==> src/hw/rtl/dcr_pkg.sv <==
// dcr_pkg: shared constants and types of the disc collision response core
// no dependencies
package dcr_pkg;

   localparam int DCR_POSITION_WIDTH = 18;
   localparam int DCR_VELOCITY_WIDTH = 16;
   localparam int DCR_RADIUS_WIDTH   = 12;

   // per-pair decisions that travel alongside the divider
   typedef struct packed {
      logic touch;
      logic same;
      logic neg_x;
      logic neg_y;
   } dcr_flags_type;

endpackage

==> src/hw/rtl/dcr_div.sv <==
// dcr_div: pipelined restoring divider, one quotient bit per stage
// depends on dcr_pkg
module dcr_div import dcr_pkg::*; #(
   parameter int DEN_W = 2 * DCR_POSITION_WIDTH + 2,
   parameter int Q_W   = DCR_VELOCITY_WIDTH + 2,
   localparam int W    = DEN_W + Q_W
) (
   input  logic             clock,
   input  logic             en,
   input  logic [W-1:0]     dividend,
   input  logic [DEN_W-1:0] divisor,
   output logic [Q_W-1:0]   quotient
);
   // caller guarantees the quotient stays below 2**Q_W
   logic [W-1:0]     rem_ff [Q_W];
   logic [DEN_W-1:0] den_ff [Q_W];
   logic [Q_W-1:0]   q_ff   [Q_W];

   for (genvar k = 0; k < Q_W; k++) begin : g_stage
      localparam int S = Q_W - 1 - k;
      logic [W-1:0]     src_rem;
      logic [DEN_W-1:0] src_den;
      logic [Q_W-1:0]   src_q;
      logic [W:0]       trial;
      if (k == 0) begin : g_first
         assign src_rem = dividend;
         assign src_den = divisor;
         assign src_q   = '0;
      end else begin : g_next
         assign src_rem = rem_ff[k-1];
         assign src_den = den_ff[k-1];
         assign src_q   = q_ff[k-1];
      end
      // trial subtract of the shifted divisor
      assign trial = {1'b0, src_rem} - ((W+1)'(src_den) << S);
      always_ff @(posedge clock) begin
         if (en) begin
            q_ff[k] <= trial[W] ? src_q : (src_q | (Q_W'(1) << S));
         end
      end
      if (k < Q_W - 1) begin : g_carry
         always_ff @(posedge clock) begin
            if (en) begin
               rem_ff[k] <= trial[W] ? src_rem : trial[W-1:0];
               den_ff[k] <= src_den;
            end
         end
      end
   end

   assign quotient = q_ff[Q_W-1];
endmodule

==> config.mk <==
export PLATFORM = sky130hd
export DESIGN_NAME = dcr_div
export DESIGN_NICKNAME = d
export VERILOG_FILES = /design/src/hw/rtl/dcr_pkg.sv /design/src/hw/rtl/dcr_div.sv
export SDC_FILE = /design/constraint.sdc
export NUM_CORES = 2
export LEC_CHECK = 0
export BUFFER_PORTS_ARGS = -buffer_cell sky130_fd_sc_hd__buf_2
export CAP_MARGIN = 20
export CORE_MARGIN = 2
export CORE_UTILIZATION = 65
export DETAILED_ROUTE_END_ITERATION = 8
export PLACE_DENSITY = 0.9
export RECOVER_POWER = 100
export SLEW_MARGIN = 20
export SYNTH_ARGS = -nofsm -noshare
export SYNTH_HDL_FRONTEND = slang
export SYNTH_SLANG_ARGS = --single-unit
==> constraint.sdc <==
create_clock -name clock -period 7.5 [get_ports clock]
set_clock_uncertainty 0.1 [all_clocks]
set_input_delay 1.5 -clock clock [delete_from_list [all_inputs] [get_ports clock]]
set_output_delay 1.5 -clock clock [all_outputs]
set_load 0.005 [all_outputs]
After elaboration in Yosys (flattened, before gate mapping)

Memories as Yosys holds them, arrays and structs flattened.
Index checks and enable logic that the tools add are counted.

Flip-flop bits (word level): 0
Latch bits: 0
RAM bits: 2,016
ROM bits: 0
Input bits: 96
Output and inout bits: 18
Logic and storage cells: 58
Memories kept: 3

Add/subtract/negate cells: 18
$mul: 0
Divide/modulo/power cells: 0
Magnitude comparators: 0
Equal/unequal tests: 0
Shift-type cells: 0
Muxes and demuxes: 37
Bitwise operators: 0
Reduce and logical (&&, ||, !) cells: 0

Memories:

| memory | words | width | read ports | clocked after memory_dff | wr ports | line          | text |
|---|---|---|---|---|---|---|---|
| rem_ff | 18    | 56    | 17         | 0                        | 17       | dcr_div.sv:15 | `logic [W-1:0] rem_ff [Q_W];` |
| den_ff | 18    | 38    | 17         | 0                        | 17       | dcr_div.sv:16 | `logic [DEN_W-1:0] den_ff [Q_W];` |
| q_ff   | 18    | 18    | 18         | 0                        | 18       | dcr_div.sv:17 | `logic [Q_W-1:0] q_ff [Q_W];` |

Operator list:

| kind             | count |
|---|---|
| $mux W56         | 17 |
| $sub A56 B38 Y57 | 1 |
| $sub A56 B39 Y57 | 1 |
| $sub A56 B40 Y57 | 1 |
| $sub A56 B41 Y57 | 1 |
| $sub A56 B42 Y57 | 1 |
| $sub A56 B43 Y57 | 1 |
| $sub A56 B44 Y57 | 1 |
| $sub A56 B45 Y57 | 1 |
| $sub A56 B46 Y57 | 1 |
| $sub A56 B47 Y57 | 1 |
| $sub A56 B48 Y57 | 1 |
| $sub A56 B49 Y57 | 1 |
| $sub A56 B50 Y57 | 1 |
| $sub A56 B51 Y57 | 1 |
| $sub A56 B52 Y57 | 1 |
| $sub A56 B53 Y57 | 1 |
| $sub A56 B54 Y57 | 1 |
| $sub A56 B55 Y57 | 1 |
| $mux W18         | 1 |
| $mux W17         | 1 |
| $mux W16         | 1 |
| $mux W15         | 1 |
| $mux W14         | 1 |
| other kinds (13) | 15 |

Longest topological paths before layout

An unclocked memory read counts as a cell.

Depth after elaboration: 3
Gate-level depth with buffers: 18
Mapped depth without buffers: 16

Worst setup path before layout

Ideal clock, no wire load.

Path type: input-to-reg
Start point: in dividend[17]
End point: mem rem_ff[0][55] (netlist bit), data pin
Library setup time: 0.264 ns
Arrival time: 4.320 ns
Slack: 2.815 ns
Cell stages on the path: 15
Cells stage by stage: inv_1 ha_1 inv_1 fa_1 a21o_1 a311oi_1 o31ai_1 o21a_1 a2111o_1 a31oi_1 o21ai_0 a41o_1 o21a_1 o21ai_0 o41ai_1

RTL lines:

| what               | line          | text |
|---|---|---|
| start: declaration | dcr_div.sv:10 | `input logic [W-1:0] dividend,` |
| end: declaration   | dcr_div.sv:15 |  |

==> flow_summary_export.csv <==
group,metric,value,unit
status,run_status,"finished with violations",
status,violations,"max-capacitance violations, max-slew violations",
job,drv_cap,17,
cts,cts_post_setup_buffers_inserted,0,
synthesis,ys_types,96,
global_routing,grt_use_total,26.2,%
drt,drc,0,
setup_path,cpLargestDelayFamily,"buffers and inverters",
synthesis,synth_top_area_share,53.2,%
cts,clock_path_buffers,3,
floorplan,fp-row-count,143,
place,post-place-ws,2.03,ns
synthesis,synth_edf_count,1769,
timing,final_min_period_over_clock_period,84.7,%
synthesis,synthesized_instance_count,9149,
drt,initialDrtViolationCount,4904,
cts,clock_sinks,1769,
timing,hold_ws,0.293,ns
cts,hold_buffers,0,
drt,vias_cell,6.05,
min_path,worst_hold_path.num_cells,0,
timing,maxSlewHeadroom,-162,%
timing,final.setup.tns,0,ns
layout,area_delta_synth_final,8.48,%
place,place.detailed.hpwl,152,mm
drt,dr.pass1.iters,9,
place,postPlaceCellArea,103000,um2
synthesis,sequential_to_total_area_share_from_yosys_stat,53.2,%
synthesis,avgSynthCellArea,10.9,um2
layout,antennaDiodeCount,0,
layout,layout.cells.non_filler,11400,
power_and_ir_drop,post-layout-total-power,42.8,mW
floorplan,total_die_area,157000,um2
global_routing,grt_first_pass_wirelength,337,mm
setup_path,crit_chain,"clkbuf_2 -> buf_12 -> buf_2",
synthesis,synth_async_sr_flop_share,0,%
global_routing,grt_pass1_vias,70500,
cts,cts-buffers-inserted,185,
floorplan,i_o_pin_count,114,
place,number_of_i_o_port_buffers,113,
timing,setup_viol_count_final,0,
timing,layout_min_cycle_time,6.35,ns
cts,tritoncts_clock_tree,"built",
floorplan,initial_cell_density_of_the_core,65.6,%
global_routing,global_route.overflow_total,0,
layout,drive_gt1_share,5.74,%
setup_path,worstPathArrival,6.60,ns
place,gp_congestion,0.952,
timing,worst_slew_pin_slew,3.93,ns
synthesis,synth-warning-count,0,
drt,antenna_violating_nets_post_route,0,
timing,final_critical_path_setup_slack,1.15,ns
setup_path,worst_setup_path_start_kind,"input pin",
setup_path,worst-path-buf-inv,3,
setup_path,critical_path.slowest_cell,"clkbuf_2",
timing,grt_setup_unrepaired,"no",
cts,cts_max_level,4,
setup_path,endpoint_kind,"flop",
power_and_ir_drop,ir_drop,0.267,mV
layout,finish.instance_area,108000,um2
power_and_ir_drop,static-leakage-power,44.1,nW
setup_path,timing_worst_setup_path_type,"in -> reg",
layout,design.final.nets,10100,
timing,slew_viol_final,1358,
cts,insertion_delay,0.82,ns
global_routing,antenna_violations_before_repair,0,
cts,ctsRootBufferMaster,"clkbuf_16",
synthesis,yosys_register_bits,1769,
timing,timing.final.hold_violations,0,
synthesis,yosysTopAreaCell,"edfxtp_1",
floorplan,dieHeight,396,um
cts,ctsResizeCount,0,
floorplan,floorplan.core_area,152000,um2
cts,clk_transition_reported_paths,0.06,ns
min_path,min_path_type,"reg -> reg",
timing,clock.fmax,0.157,GHz
synthesis,dominantRegCellSynth,"edfxtp_1",
synthesis,cells_taking_the_most_area_after_synthesis,"edfxtp_1 (53%), ha_1 (8.6%), a21oi_1 (4.3%), inv_1 (3.2%), a21o_1 (3.1%)",
floorplan,die-width,396,um
setup_path,cpPeakStageDelay,2.63,ns
setup_path,critPathRequiredTime,7.75,ns
drt,vias,69200,
setup_path,ff2ff_path_depth,14,
drt,drt-total-wl,207,mm
synthesis,synth_nets,9945,
layout,finish.utilization,71.1,%
power_and_ir_drop,power_per_cell_area,395,nW/um2
setup_path,timing.critical_path.fanout_max,140,
global_routing,grt_max_degree,202,
drt,post_dr_wirelength_cell,18.1,um
setup_path,cp.depth,3,
place,number_of_cells_after_detailed_placement,11100,
synthesis,cell_area_after_synthesis,99800,um2
power breakdown:
group	internal (mW)	switching, mW	total (mW)
registers	14.4	1.40	15.8
logic	7.66	10.3	18.0
clock network	5.25	3.83	9.08
sequential cells by signal, indices dropped and copies added (netlist names):
register / flops
rem_ff: 952
q_ff: 171
den_ff: 646
logic make-up (layout without fill, tap and decap cells):
kind of cell / Yosys count / count (layout) / share of synthesized area, %
AOI/OAI and AO/OA: 2567 / 2567 / 16.0
xor gates and xnor gates: 689 / 689 / 6.04
adders and majority gates: 700 / 700 / 8.90
buffers and inverters: 1095 / 1354 / 4.18
DFF: 1769 / 1769 / 53.2
muxes: 109 / 109 / 1.24
and+or+nand+nor: 2220 / 2220 / 10.4
layer usage:
layer  up-vias  part of all wire [%]  wire (um)  global-route usage, %
li1      33700                     -          -                      -
met1     32500                    36      74900                   26.8
met2      2275                    54     113000                   51.1
met3       743                   3.9       8080                   3.02
met4         0                   5.6      11600                   14.5
met5         -                     0          0                      0
worst paths after layout:
path / from / end / slack (ns)
setup / recovery: en / rem_ff[0][2] / 1.15
setup reg to reg: den_ff[0][419] / rem_ff[0][725] / 1.18
hold reg to reg: rem_ff[0][57] / rem_ff[0][113] / 0.29
hold / removal: rem_ff[0][57] / rem_ff[0][113] / 0.29
Yosys cell counts, types with 14 or more instances:
library cell and number:
a21boi_0 14, mux2_2 97, xor2_1 338, edfxtp_1 1769
o41ai_1 14, a31o_2 21, a21o_1 417, nor2b_1 100
ha_1 683, buf_1 21, o31ai_1 64, o211ai_1 28
nor3_1 122, or4_1 24, o21a_1 97, and3_1 67
nor2_1 615, nand3_1 124, clkbuf_1 193, xnor2_1 351
a211o_1 17, a211oi_1 63, buf_2 25, inv_1 845
nand4_1 108, nand2_1 718, nand2b_1 114, nor4_1 54
a31oi_1 83, o21ai_0 612, or2_2 30, and4_1 18
a21oi_1 862, a2111oi_0 22, a311oi_1 16, fa_1 17
and2_1 30, o21bai_1 63, or3_1 49
cells in the final DEF, fill, tap and decap left out, drive strengths merged, types with 18 or more instances in the layout:
cell type  count
buf          101
a2111oi       24
a31o          21
o31ai         66
nand2        718
and2          30
clkbuf       290
o21a          97
or4           25
mux2         102
nor2b        100
and4          18
nand2b       114
nor4          54
nand3        124
a21oi        863
nand4        108
xnor2        351
xor2         338
edfxtp      1769
nor3         124
a31oi         83
or2           32
and3          67
nor2         615
o211ai        29
inv          857
o21bai        63
ha           683
a21o         417
bufinv        19
o21ai        618
clkinv        73
a211oi        63
or3           49
cell type report:
| type | instances | area (um2) |
|---|---|---|
| sequential | 1769 | 53100 |
| tap | 2030 | 2540 |
| timing repair buffer | 166 | 921 |
| clock buffer | 225 | 4800 |
| clock inverter | 113 | 1280 |
| inverter | 850 | 3190 |
| multi-input combinational | 6285 | 42400 |
| fill | 10200 | 44000 |
Power figures use the tool's default switching activity.
